<file path="config.mk">
export PLATFORM = sky130hd
export DESIGN_NAME = aprbc_ctrl
export DESIGN_NICKNAME = d
export VERILOG_FILES = /design/src/sv/aged_packet_ring_with_byte_cap_defines.svh /design/src/sv/aprbc_pkg.sv /design/src/sv/aprbc_ctrl.sv
export SDC_FILE = /design/constraint.sdc
export NUM_CORES = 1
export LEC_CHECK = 0
export BUFFER_PORTS_ARGS = -buffer_cell sky130_fd_sc_hd__buf_2
export CAP_MARGIN = 15
export CORE_UTILIZATION = 35
export CTS_BUF_LIST = sky130_fd_sc_hd__clkbuf_8
export DETAILED_ROUTE_END_ITERATION = 8
export GPL_ROUTABILITY_DRIVEN = 0
export PLACE_DENSITY = 0.86
export SLEW_MARGIN = 5
export SYNTH_ARGS = -nofsm -noshare
export SYNTH_HDL_FRONTEND = slang
export SYNTH_SLANG_ARGS = --single-unit
</file>
<file path="constraint.sdc">
create_clock -name clk -period 2.6 [get_ports clk]
set_input_delay 0.26 -clock clk [delete_from_list [all_inputs] [get_ports clk]]
set_output_delay 0.26 -clock clk [all_outputs]
set_load 0.005 [all_outputs]
</file>
<file path="src/sv/aged_packet_ring_with_byte_cap_defines.svh">
// assertion helpers shared by the ring block
`ifndef AGED_PACKET_RING_WITH_BYTE_CAP_DEFINES_SVH
`define AGED_PACKET_RING_WITH_BYTE_CAP_DEFINES_SVH

// condition must hold at every edge out of reset
`define APRBC_ASSERT_NOW(name, cond, msg) \
  name: assert property (@(posedge clk) disable iff (rst) (cond)) else $error(msg);

// consequent holds in the same cycle as the antecedent
`define APRBC_ASSERT_IMP(name, ante, cons, msg) \
  name: assert property (@(posedge clk) disable iff (rst) (ante) |-> (cons)) else $error(msg);

// consequent holds in the cycle after the antecedent
`define APRBC_ASSERT_NXT(name, ante, cons, msg) \
  name: assert property (@(posedge clk) disable iff (rst) (ante) |=> (cons)) else $error(msg);

`endif

</file>
<file path="src/sv/aprbc_pkg.sv">
package aprbc_pkg;

  localparam int SLOT_COUNT = 64;
  localparam int SLOT_W     = (SLOT_COUNT > 1) ? $clog2(SLOT_COUNT) : 1;
  localparam int CNT_W      = $clog2(SLOT_COUNT + 1);

  localparam int SEC_W      = 32;
  localparam int USEC_W     = 20;
  localparam int LEN_W      = 16;
  localparam int HANDLE_W   = 32;
  localparam int CTR_W      = 32;
  localparam int BYTES_W    = 33;
  localparam int COUNT_W    = 7;
  localparam int PADDR_W    = 3;
  localparam int PDATA_W    = 32;

  localparam logic [PDATA_W-1:0] RETENTION_RESET = 32'd3600;
  localparam logic [PDATA_W-1:0] BUDGET_RESET    = 32'd1048576;

  localparam logic [SLOT_W-1:0] SLOT_LAST = SLOT_W'(SLOT_COUNT - 1);
  localparam logic [CNT_W-1:0]  SLOT_FULL = CNT_W'(SLOT_COUNT);

  // operation codes
  localparam logic OP_RECORD  = 1'b0;
  localparam logic OP_EXTRACT = 1'b1;

  // register index, taken from paddr bit 2
  localparam logic REG_RETENTION = 1'b0;
  localparam logic REG_BUDGET    = 1'b1;

  typedef struct packed {
    logic                operation;
    logic [SEC_W-1:0]    event_sec;
    logic [USEC_W-1:0]   event_usec;
    logic [SEC_W-1:0]    until_sec;
    logic [USEC_W-1:0]   until_usec;
    logic                lower_bound_on;
    logic                upper_bound_on;
    logic [LEN_W-1:0]    packet_length;
    logic [HANDLE_W-1:0] packet_handle;
  } in_item_t;

  typedef struct packed {
    logic [HANDLE_W-1:0] entry_handle;
    logic [SEC_W-1:0]    entry_sec;
    logic [USEC_W-1:0]   entry_usec;
    logic                entry_valid;
    logic                last_entry;
    logic [COUNT_W-1:0]  stored_count;
    logic [BYTES_W-1:0]  stored_bytes;
    logic [CTR_W-1:0]    evicted_total;
    logic [CTR_W-1:0]    recorded_total;
  } out_item_t;

  typedef struct packed {
    logic [HANDLE_W-1:0] handle;
    logic [SEC_W-1:0]    sec;
    logic [USEC_W-1:0]   usec;
    logic [LEN_W-1:0]    len;
  } slot_t;

  typedef enum logic [3:0] {
    ST_IDLE,
    ST_AGE_RD,
    ST_AGE_CHK,
    ST_CAP_RD,
    ST_CAP_CHK,
    ST_STORE,
    ST_REC_OUT,
    ST_SCAN_RD,
    ST_SCAN_CHK,
    ST_SCAN_END
  } state_t;

  typedef enum logic [1:0] {
    EMIT_NONE,
    EMIT_RECORD,
    EMIT_PENDING,
    EMIT_FINAL
  } emit_t;

  typedef struct packed {
    logic  load;
    logic  rd_scan;
    logic  evict;
    logic  store;
    logic  scan_next;
    logic  keep;
    emit_t emit;
  } dp_cmd_t;

  typedef struct packed {
    logic               empty;
    logic               full;
    logic               age_old;
    logic               over_cap;
    logic               match;
    logic               scan_done;
    logic               have_pending;
    logic               out_free;
    logic [CNT_W-1:0]   count;
    logic [BYTES_W-1:0] bytes;
  } dp_stat_t;

endpackage

</file>
<file path="src/sv/aprbc_ctrl.sv">
module aprbc_ctrl
  import aprbc_pkg::*;
(
  input  logic     clk,
  input  logic     rst,
  input  logic     item_valid,
  input  logic     item_op,
  output logic     item_stall,
  input  dp_stat_t stat,
  output dp_cmd_t  cmd
);

  state_t state;
  state_t state_next;

  always_ff @(posedge clk) begin
    if (rst) begin
      state <= ST_IDLE;
    end else begin
      state <= state_next;
    end
  end

  always_comb begin
    state_next = state;
    unique case (state)
      ST_IDLE: begin
        if (item_valid) begin
          state_next = (item_op == OP_EXTRACT) ? ST_SCAN_RD : ST_AGE_RD;
        end
      end
      ST_AGE_RD:  state_next = ST_AGE_CHK;
      ST_AGE_CHK: begin
        state_next = (!stat.empty && stat.age_old) ? ST_AGE_RD : ST_CAP_CHK;
      end
      ST_CAP_RD:  state_next = ST_CAP_CHK;
      ST_CAP_CHK: begin
        state_next = (!stat.empty && stat.over_cap) ? ST_CAP_RD : ST_STORE;
      end
      ST_STORE:   state_next = ST_REC_OUT;
      ST_REC_OUT: begin
        if (stat.out_free) begin
          state_next = ST_IDLE;
        end
      end
      ST_SCAN_RD: state_next = stat.scan_done ? ST_SCAN_END : ST_SCAN_CHK;
      ST_SCAN_CHK: begin
        if (!(stat.match && stat.have_pending && !stat.out_free)) begin
          state_next = ST_SCAN_RD;
        end
      end
      ST_SCAN_END: begin
        if (stat.out_free) begin
          state_next = ST_IDLE;
        end
      end
    endcase
  end

  always_comb begin
    cmd        = '0;
    item_stall = state != ST_IDLE;
    unique case (state)
      ST_IDLE: begin
        cmd.load = item_valid;
      end
      ST_AGE_CHK: begin
        cmd.evict = !stat.empty && stat.age_old;
      end
      ST_CAP_CHK: begin
        priority if (!stat.empty && stat.over_cap) begin
          cmd.evict = 1'b1;
        end else if (stat.full) begin
          cmd.evict = 1'b1;
        end else begin
          cmd.evict = 1'b0;
        end
      end
      ST_STORE: begin
        cmd.store = 1'b1;
      end
      ST_REC_OUT: begin
        cmd.emit = stat.out_free ? EMIT_RECORD : EMIT_NONE;
      end
      ST_SCAN_RD: begin
        cmd.rd_scan = 1'b1;
      end
      ST_SCAN_CHK: begin
        cmd.rd_scan = 1'b1;
        if (!stat.match) begin
          cmd.scan_next = 1'b1;
        end else if (!stat.have_pending) begin
          cmd.keep      = 1'b1;
          cmd.scan_next = 1'b1;
        end else if (stat.out_free) begin
          cmd.emit      = EMIT_PENDING;
          cmd.keep      = 1'b1;
          cmd.scan_next = 1'b1;
        end
      end
      ST_SCAN_END: begin
        cmd.emit = stat.out_free ? EMIT_FINAL : EMIT_NONE;
      end
      ST_AGE_RD, ST_CAP_RD: begin
        cmd.rd_scan = 1'b0;
      end
    endcase
  end

endmodule

</file>
# Word level (Yosys, flattened, before mapping)
# Cells that the tools add are included.
# classes
eq_ne,12
mux,23
n_reduce_logical,11
# op_table
operator,count
4-bit one-hot mux with 9 select lines,1
"4-bit by 3-bit == test with 1-bit output, second input constant",4
4-bit two-way mux,4
3-bit two-way mux,4
"4-bit by 2-bit == test with 1-bit output, second input constant",2
"4-bit == test, second input constant",2
1-bit two-way mux,8
2-bit two-way mux,4
2-bit one-hot mux with 3 select lines,1
"4-bit by 1-bit == test with 1-bit output, second input constant",1
1-bit logical AND,4
4-bit zero test,1
"2-bit != test, second input constant",2
4-bit nonzero test,1
2-bit OR reduction,2
3-bit AND reduction,1
1-bit zero test,2
"2-bit by 1-bit != test with 1-bit output, second input constant",1
1-bit one-hot mux with 2 select lines,1
# word_totals
ff_bits,4
inputBits,52
output_inout_bits,9

# Depth between registers and ports, before layout
# Gate-level depths: netlist of the first run.
# depth
word_depth,4
depth_mapped,6
depth_no_buf,4

# Worst setup path after synthesis of the first run
# No wires, ideal clock.
# synth_path
path_type,reg2out
from,reg state[3]
to,out cmd[7] (netlist bit)
t_arrival_ns,1.266
required_ns,2.340
setup_slack_ns,1.074
path_stages_with_launch,5
path_cell_list,dfxtp_1 -> buf_4 -> clkbuf_1 -> or4_1 -> nor2_1
# synth_lines
element,line,rtl
start: declaration,aprbc_ctrl.sv:13,state_t state;
start signal: assignment,aprbc_ctrl.sv:20,state <= state_next;
end: declaration,aprbc_ctrl.sv:10,output dp_cmd_t cmd

==> results of run 1 <==
-- cells by family (layout without fill, tap and decap cells) --
| family | count (synthesis) | count (layout) | share of synthesized area |
|---|---|---|---|
| and+or+nand+nor | 30 | 30 | 0.386 |
| buffers and inverters | 10 | 27 | 0.123 |
| AOI/OAI and AO/OA | 24 | 24 | 0.326 |
| DFF | 4 | 4 | 0.165 |
-- path summary, 6_finish.rpt --
| kind | cells past startpoint | end | from |
|---|---|---|---|
| min | 2 | state[3]$_SDFFE_PP0P_ | rst |
| max | 3 | cmd[3] | state[3]$_SDFFE_PP0P_ |
| max reg2reg | 4 | state[2]$_SDFFE_PP0P_ | state[1]$_SDFFE_PP0P_ |
| min reg2reg | 2 | state[3]$_SDFFE_PP0P_ | state[2]$_SDFFE_PP0P_ |
-- worst max-delay path, delay by kind of cell (launching register included) --
kind,cells,cell delay [ns]
flops,1,0.61
buf+inv,1,0.10
simple gates,2,0.75
-- stage by stage --
stage	instance area, um^2	util
after detailed placement	563	0.433
after floorplan	487	-
final	604	0.464
after CTS	604	0.464
after global routing	604	0.464
after global placement	563	0.433
-- layer usage --
metal,vias to the layer above,share of wire,global-route usage
met4,0,0.031,0.103
li1,291,-,-
met1,224,0.44,0.215
met3,5,0.072,0.0170
met5,-,0,0
met2,26,0.46,0.258
-- power groups by stage --
| stage | logic (mW) | clock network, mW | registers (mW) |
|---|---|---|---|
| 6_report | 0.251 | 0.128 | 0.179 |
| 5_1_grt | 0.282 | 0.139 | 0.197 |
| 3_3_place_gp | 0.245 | 0 | 0.177 |
| 3_5_place_dp | 0.251 | 0 | 0.179 |
| 2_1_floorplan | 0.282 | 0 | 0.105 |
| 4_1_cts | 0.253 | 0.131 | 0.179 |
-- layout make-up --
| type | instances | area, um^2 |
|---|---|---|
| fill | 145 | 697 |
| timing repair buffer | 20 | 100 |
| multi-input combinational | 54 | 347 |
| clock buffer | 3 | 41.3 |
| tap | 15 | 18.8 |
| sequential | 4 | 80.1 |
| inverter | 4 | 17.5 |
-- cells in the final DEF, fill, tap and decap left out, drive strengths merged, types with 2 or more instances in the layout --
| cell | n |
|---|---|
| dfxtp | 4 |
| nand2b | 2 |
| a21oi | 5 |
| o21a | 2 |
| or4 | 2 |
| nor3 | 3 |
| clkbuf | 3 |
| o21ai | 6 |
| a211oi | 3 |
| buf | 20 |
| nor2 | 7 |
| nand3b | 2 |
| nand2 | 3 |
| inv | 4 |
==> qor.yml, run 1 <==
dpl_worst_slack_ns: 0.760
top_register: "state"
numCtsBuffers: 3
rsz0062_at_grt: "no"
hold_class: "input port to register"
final_cells: 100
max_freq_ghz: 0.515
ys.warnings.count: 0
placed_cells: 97
p_leak_nw: 0.264
grt_first_pass_wirelength_um: 1750
fin_nets: 139
drt_iter0_drc: 8
hpwl_um: 775
die_w_um: 39.3
area_delta_synth_final_pct: 24.2
pwr-share-comb: 0.450
finalPower_uw: 558
required_ns: 2.34
antenna_left: 0
ys_types: 36
slew_viol_final: 0
clock_latency_ns: 0.22
synthesis.nets: 120
outcome: "finished clean"
final_layout_size_suffix_gt1_frac: 0.294
grt_max_degree: 19
ctsResizeCount: 0
ys.flop_type: "dfxtp_1"
hold_buffers: 0
largest_reg_flops: 4
cts_tree: "yes"
yosysSeqAreaShare: 0.165
yosys.cell_count.top_type: "nor2_1"
synth-edff-count: 0
syn-cell-area_um2: 487
max_stage_delay_ns: 0.61
swShare: 0.431
viasPerCell: 5.46
ys_ff_latch: 4
synth_top_area_frac: 0.165
row_count: 13
max_slew_margin: 0.585
vias: 546
coreArea_mm2: 0.00130
num_io_pins: 61
switchingPower_uw: 241
overflow: 0
drc_errors: 0
largestRegisters: "state: 4 flops"
avgSynthCellArea_um2: 7.16
clkSinkCount: 4
first_pass_iters: 4
wl_per_cell_um: 10.5
port_buffers: 20
antenna_found_initial: 0
die_h_um: 39.3
p_int_uw: 317
start_kind: "register"
hold_ws_ns: 0.248
synth_top_cells_by_count: "7 x nor2_1, 6 x o21ai_0, 5 x a21oi_1"
ir_drop_mv: 0.473
period_minus_slack_ns: 1.94
tns_ns: 0
routed_wirelength_um: 1050
pwr-share-clk: 0.229
clk_pin_slew_ns: 0.03
pwr-share-seq: 0.321
diodes: 0
syn_inst: 68
grt_pass1_vias: 439
die-area_mm2: 0.00154
fin_ws_ns: 0.658
crit_slowest_cell: "dfxtp_1"
crit_chain: "or4b_4 > and2b_1 > buf_2"
crit_path_end_kind: "primary output"
cts_max_path_buffers: 2
grt.total_usage: 0.166
yosys.area.top_type: "dfxtp_1"
max-cap-violations: 0
powerDensity_mw_per_mm2: 924
async_flop_share: 0
setup-violations-final: 0
path_max_fanout: 18
rrSetupSlack_ns: 0.73
initial_utilization: 0.374
worstPathArrival_ns: 1.68
cts_root_buf: "clkbuf_8"
fin_worst_skew_ns: 0.00218
synth_area_leaders: "dfxtp_1 16%, o21ai_0 6.2%, nor2_1 5.4%"
worst_pin_slew_ns: 0.607
path_class: "register to primary output"
cts.htree.levels: 1
cts_post_setup_buffers_inserted: 0
period_share: 0.747
hold_violations: 0
Note: power is estimated with default switching activity, not from simulation.
==> run 2, diff against run 1 <==
--- a/config.mk
+++ b/config.mk
@@ -5,13 +5,14 @@
 export SDC_FILE = /design/constraint.sdc
 export NUM_CORES = 1
 export LEC_CHECK = 0
+export ABC_AREA = 1
 export BUFFER_PORTS_ARGS = -buffer_cell sky130_fd_sc_hd__buf_2
 export CAP_MARGIN = 15
-export CORE_UTILIZATION = 35
+export CORE_UTILIZATION = 29
 export CTS_BUF_LIST = sky130_fd_sc_hd__clkbuf_8
 export DETAILED_ROUTE_END_ITERATION = 8
 export GPL_ROUTABILITY_DRIVEN = 0
-export PLACE_DENSITY = 0.86
+export PLACE_DENSITY = 0.78
 export SLEW_MARGIN = 5
 export SYNTH_ARGS = -nofsm -noshare
 export SYNTH_HDL_FRONTEND = slang
==> constraint.sdc (replaced) <==
create_clock -name clk -period 1.7 [get_ports clk]
set_input_delay 0.17 -clock clk [delete_from_list [all_inputs] [get_ports clk]]
set_output_delay 0.17 -clock clk [all_outputs]
set_load 0.005 [all_outputs]
==> run 2 against run 1 <==
Net effect: non-clock buffer count is the same; design area grew 4.6%; global-route usage is 2.4 points lower; clock skew shrank 0.0011 ns; die area grew 16%; clock-buffer cell count unchanged; first-iteration DRC count is 110% higher; critical path depth increased by 4; total power is 80% higher; synthesized area decreased by 3.3%; sequential share of layout area decreased by 0.58 points; hold slack got worse by 0.11 ns.
==> qor.yml, run 2 <==
outcome: "finished clean"
port_buffers: 20
cts_post_setup_buffers_inserted: 0
synth-edff-count: 0
crit_path_start: "state[1]$_SDFFE_PP0P_"
top_register: "state"
layout_commonest_cell: "nand2_1"
rrSetupSlack_ns: 0.30
fin_nets: 165
path_class: "register to primary output"
diodes: 0
placed_cells: 124
antenna_found_initial: 0
clk_pin_slew_ns: 0.03
yosys.area.top_type: "nand2_1"
die_h_um: 42.3
max_freq_ghz: 0.660
cts_max_path_buffers: 2
avgSynthCellArea_um2: 5.35
grt.total_usage: 0.142
ys_types: 16
row_count: 14
tns_ns: 0
ys_ff_latch: 4
coreArea_mm2: 0.00151
max-cap-violations: 0
die-area_mm2: 0.00179
routed_wirelength_um: 1190
hpwl_um: 982
rsz0062_at_grt: "no"
synth_area_leaders: "nand2_1 20%, dfxtp_1 17%, nor2_1 14%"
clkSinkCount: 4
final_cells: 127
cts_root_buf: "clkbuf_8"
rr_startpoint: "state[0]$_SDFFE_PP0P_"
final_layout_size_suffix_gt1_frac: 0.342
layout_common_cells: "25 x nand2_1, 20 x buf_2, 17 x nor2_1"
required_ns: 1.53
overflow: 0
viasPerCell: 4.79
yosys.cell_count.top_type: "nand2_1"
clock_latency_ns: 0.21
vias: 608
final_core_util: 0.419
largestRegisters: "state: 4 flops"
max_slew_margin: 0.807
initial_utilization: 0.312
numCtsBuffers: 3
slew_viol_final: 0
ctsResizeCount: 0
hold_class: "input port to register"
period_share: 0.891
grt_pass1_vias: 529
ir_drop_mv: 0.636
fin_worst_skew_ns: 0.00111
first_pass_iters: 4
worstPathArrival_ns: 1.34
syn-cell-area_um2: 470
grt_first_pass_wirelength_um: 1990
drc_errors: 0
hold_buffers: 0
synthesis.nets: 140
start_kind: "register"
antenna_left: 0
worst_pin_slew_ns: 0.289
synth_top_area_frac: 0.199
yosysSeqAreaShare: 0.170
die_w_um: 42.3
syn_inst: 88
num_io_pins: 61
hold_violations: 0
area_delta_synth_final_pct: 34.3
hold_path_startpoint: "rst"
ys.warnings.count: 0
cts_tree: "yes"
powerDensity_mw_per_mm2: 1590
p_leak_nw: 0.383
period_minus_slack_ns: 1.51
crit_path_end_kind: "primary output"
cts.htree.levels: 1
ys.flop_type: "dfxtp_1"
synth_top_cells_by_count: "25 x nand2_1, 17 x nor2_1, 12 x inv_1"
path_max_fanout: 6
grt_max_degree: 9
setup-violations-final: 0
wl_per_cell_um: 9.39
drt_iter0_drc: 17
async_flop_share: 0
largest_reg_flops: 4
[run 2: area by class of cell]
| cell class | instances | area [um^2] |
|---|---|---|
| fill | 168 | 875 |
| tap | 16 | 20.0 |
| inverter | 13 | 48.8 |
| multi-input combinational | 71 | 342 |
| sequential | 4 | 80.1 |
| timing repair buffer | 20 | 100 |
| clock buffer | 3 | 41.3 |
[run 2: metal layers]
| metal | up-vias | track usage | part of all wire |
|---|---|---|---|
| met3 | 0 | 0.0517 | 0.053 |
| met5 | - | 0 | 0 |
| met1 | 269 | 0.174 | 0.46 |
| met2 | 17 | 0.243 | 0.48 |
| li1 | 322 | - | - |
| met4 | 0 | 0.0188 | 0 |
[run 2: critical path, stage by stage, from the launching register on]
cell,delay (ns)
dfxtp_1,0.44
inv_2,0.06
nor2_2,0.17
inv_1,0.09
o21ai_2,0.14
inv_1,0.05
nor2_1,0.07
buf_2,0.11
[run 2: power breakdown]
part | switching, mW | internal, mW
Sequential | 0.0623 | 0.133
Clock | 0.0431 | 0.150
Combinational | 0.392 | 0.222
[run 2: kinds of logic (layout without fill, tap and decap cells)]
family,Yosys count,in the layout,share of synthesized area
AND/OR/NAND/NOR,66,66,0.652
buffers and inverters,13,36,0.104
AO/OA/AOI/OAI,5,5,0.0745
flip-flops,4,4,0.170
[run 2: path summary, 6_finish.rpt]
path                                 to  cells past startpoint
setup reg to reg  state[1]$_SDFFE_PP0P_                      8
setup / recovery                 cmd[0]                      7
hold reg to reg   state[3]$_SDFFE_PP0P_                      2
hold / removal    state[3]$_SDFFE_PP0P_                      2
[run 2: stage by stage]
step	instance area [um^2]	power (mW)	worst slack [ns]	hold WS (ns)
finish	632	1.00	0.185	0.135
global route	632	1.11	0.0298	0.143
CTS	632	1.02	0.174	0.130
detailed placement	591	0.813	0.308	0.356
global placement	591	0.788	0.341	0.350
floorplan	470	0.647	0.493	0.232
==> run 3, diff against run 2 <==
--- a/config.mk
+++ b/config.mk
@@ -13,6 +13,8 @@
 export DETAILED_ROUTE_END_ITERATION = 8
 export GPL_ROUTABILITY_DRIVEN = 0
 export PLACE_DENSITY = 0.78
+export RECOVER_POWER = 50
+export SETUP_SLACK_MARGIN = 0.15
 export SLEW_MARGIN = 5
 export SYNTH_ARGS = -nofsm -noshare
 export SYNTH_HDL_FRONTEND = slang
==> run 3 against run 2 <==
Net effect: fmax up 0.80%; highest routed layer unchanged; non-clock buffer count unchanged; total power up 1.8%; first-iteration DRC count up 18%; utilization up 0.42 points; register-to-register slack worse by 0.03 ns.
==> qor.yml, run 3 (same netlist as run 2, synthesis figures left out) <==
outcome: "finished clean"
area_delta_synth_final_pct: 35.6
viasPerCell: 4.92
setup-violations-final: 0
antenna_found_initial: 0
top_register: "state"
port_buffers: 20
cts_root_buf: "clkbuf_8"
worstPathArrival_ns: 1.33
met2_usage: 0.243
row_count: 14
final_layout_size_suffix_gt1_frac: 0.342
required_ns: 1.53
rr_startpoint: "state[2]$_SDFFE_PP0P_"
period_minus_slack_ns: 1.50
grt.total_usage: 0.142
r2r-end: "state[1]$_SDFFE_PP0P_"
p_leak_nw: 0.385
initial_utilization: 0.312
drt_iter0_drc: 20
dpl_worst_slack_ns: 0.308
cts_post_setup_buffers_inserted: 0
coreArea_mm2: 0.00151
path_class: "register to primary output"
slew_viol_final: 0
vias: 625
numCtsBuffers: 3
largest_reg_flops: 4
hold_violations: 0
overflow: 0
clock_latency_ns: 0.21
hold_class: "input port to register"
diodes: 0
ir_drop_mv: 0.659
reg2regPathDepth: 8
wl_per_cell_um: 9.45
fin_worst_skew_ns: 0.00112
powerDensity_mw_per_mm2: 1600
layout_common_cells: "25 x nand2_1, 20 x nor2_1, 20 x buf_2"
switchingPower_uw: 507
max-cap-violations: 0
drc_errors: 0
layout_commonest_cell: "nand2_1"
pwr-share-comb: 0.604
crit_path_end: "cmd[5]"
num_io_pins: 61
first_pass_iters: 4
max_slew_margin: 0.721
grt_util_met3: 0.0517
hold_buffers: 0
tns_ns: 0
clk_pin_slew_ns: 0.03
gr-max-usage-layer: "met2"
fin_nets: 165
cts_max_path_buffers: 2
antenna_left: 0
die-area_mm2: 0.00179
use_met1: 0.174
crit_path_start: "state[2]$_SDFFE_PP0P_"
rrSetupSlack_ns: 0.27
worst_pin_slew_ns: 0.417
rsz0062_at_grt: "no"
grt_first_pass_wirelength_um: 1990
fin_ws_ns: 0.197
max_freq_ghz: 0.666
cts_tree: "yes"
clkSinkCount: 4
path_max_fanout: 6
die_h_um: 42.3
grt_max_degree: 9
start_kind: "register"
hpwl_um: 982
period_share: 0.884
die_w_um: 42.3
pwr-share-clk: 0.190
routed_wirelength_um: 1200
ctsResizeCount: 0
worstHoldPathCells: 2
cts.htree.levels: 1
grt_pass1_vias: 529
p_int_uw: 514
crit_path_end_kind: "primary output"
swShare: 0.497
largestRegisters: "state: 4 flops"
pwr-share-seq: 0.206
==> run 3: cell type report <==
class | count | area, um^2
multi-input cells | 71 | 344
fillers | 167 | 868
clock buffers | 3 | 41.3
well taps | 16 | 20.0
inverters | 13 | 48.8
flip-flops and latches | 4 | 83.8
repair buffers | 20 | 100
==> run 3: power groups by stage <==
stage               clock (mW)  combinational (mW)  sequential, mW
finish                   0.194               0.616           0.211
global route             0.207               0.704           0.218
CTS                      0.202               0.617           0.195
detailed placement           0               0.616           0.197
global placement             0               0.592           0.197
floorplan                    0               0.460           0.188
==> run 3: layer usage <==
| layer | vias to the layer above | share of wire |
|---|---|---|
| met5 | - | 0 |
| met3 | 0 | 0.064 |
| li1 | 325 | - |
| met1 | 277 | 0.43 |
| met4 | 0 | 0 |
| met2 | 23 | 0.51 |
==> run 3: metrics by stage <==
step | cell area [um^2] | instances | hold slack (ns) | total power [mW] | utilization
detailed placement | 591 | 124 | 0.356 | 0.813 | 0.392
finish | 638 | 127 | 0.127 | 1.02 | 0.424
global route | 638 | 127 | 0.136 | 1.13 | 0.424
floorplan | 470 | 88 | 0.232 | 0.647 | -
CTS | 632 | 127 | 0.130 | 1.02 | 0.419
global placement | 591 | 124 | 0.350 | 0.788 | 0.392
==> run 3: worst min path at each step <==
stage	from	end	slack [ns]
after floorplan	rst	state[3]$_SDFFE_PP0P_	0.23
after global placement	rst	state[3]$_SDFFE_PP0P_	0.35
after detailed placement	rst	state[3]$_SDFFE_PP0P_	0.36
after CTS	rst	state[3]$_SDFFE_PP0P_	0.13
after global routing	rst	state[3]$_SDFFE_PP0P_	0.14
final	rst	state[3]$_SDFFE_PP0P_	0.13
==> run 3: worst max-delay path, stage by stage, from the launching register on <==
cell	delay [ns]
dfxtp_1	0.34
nor2_1	0.36
nand4_1	0.19
nand3_1	0.11
buf_2	0.11
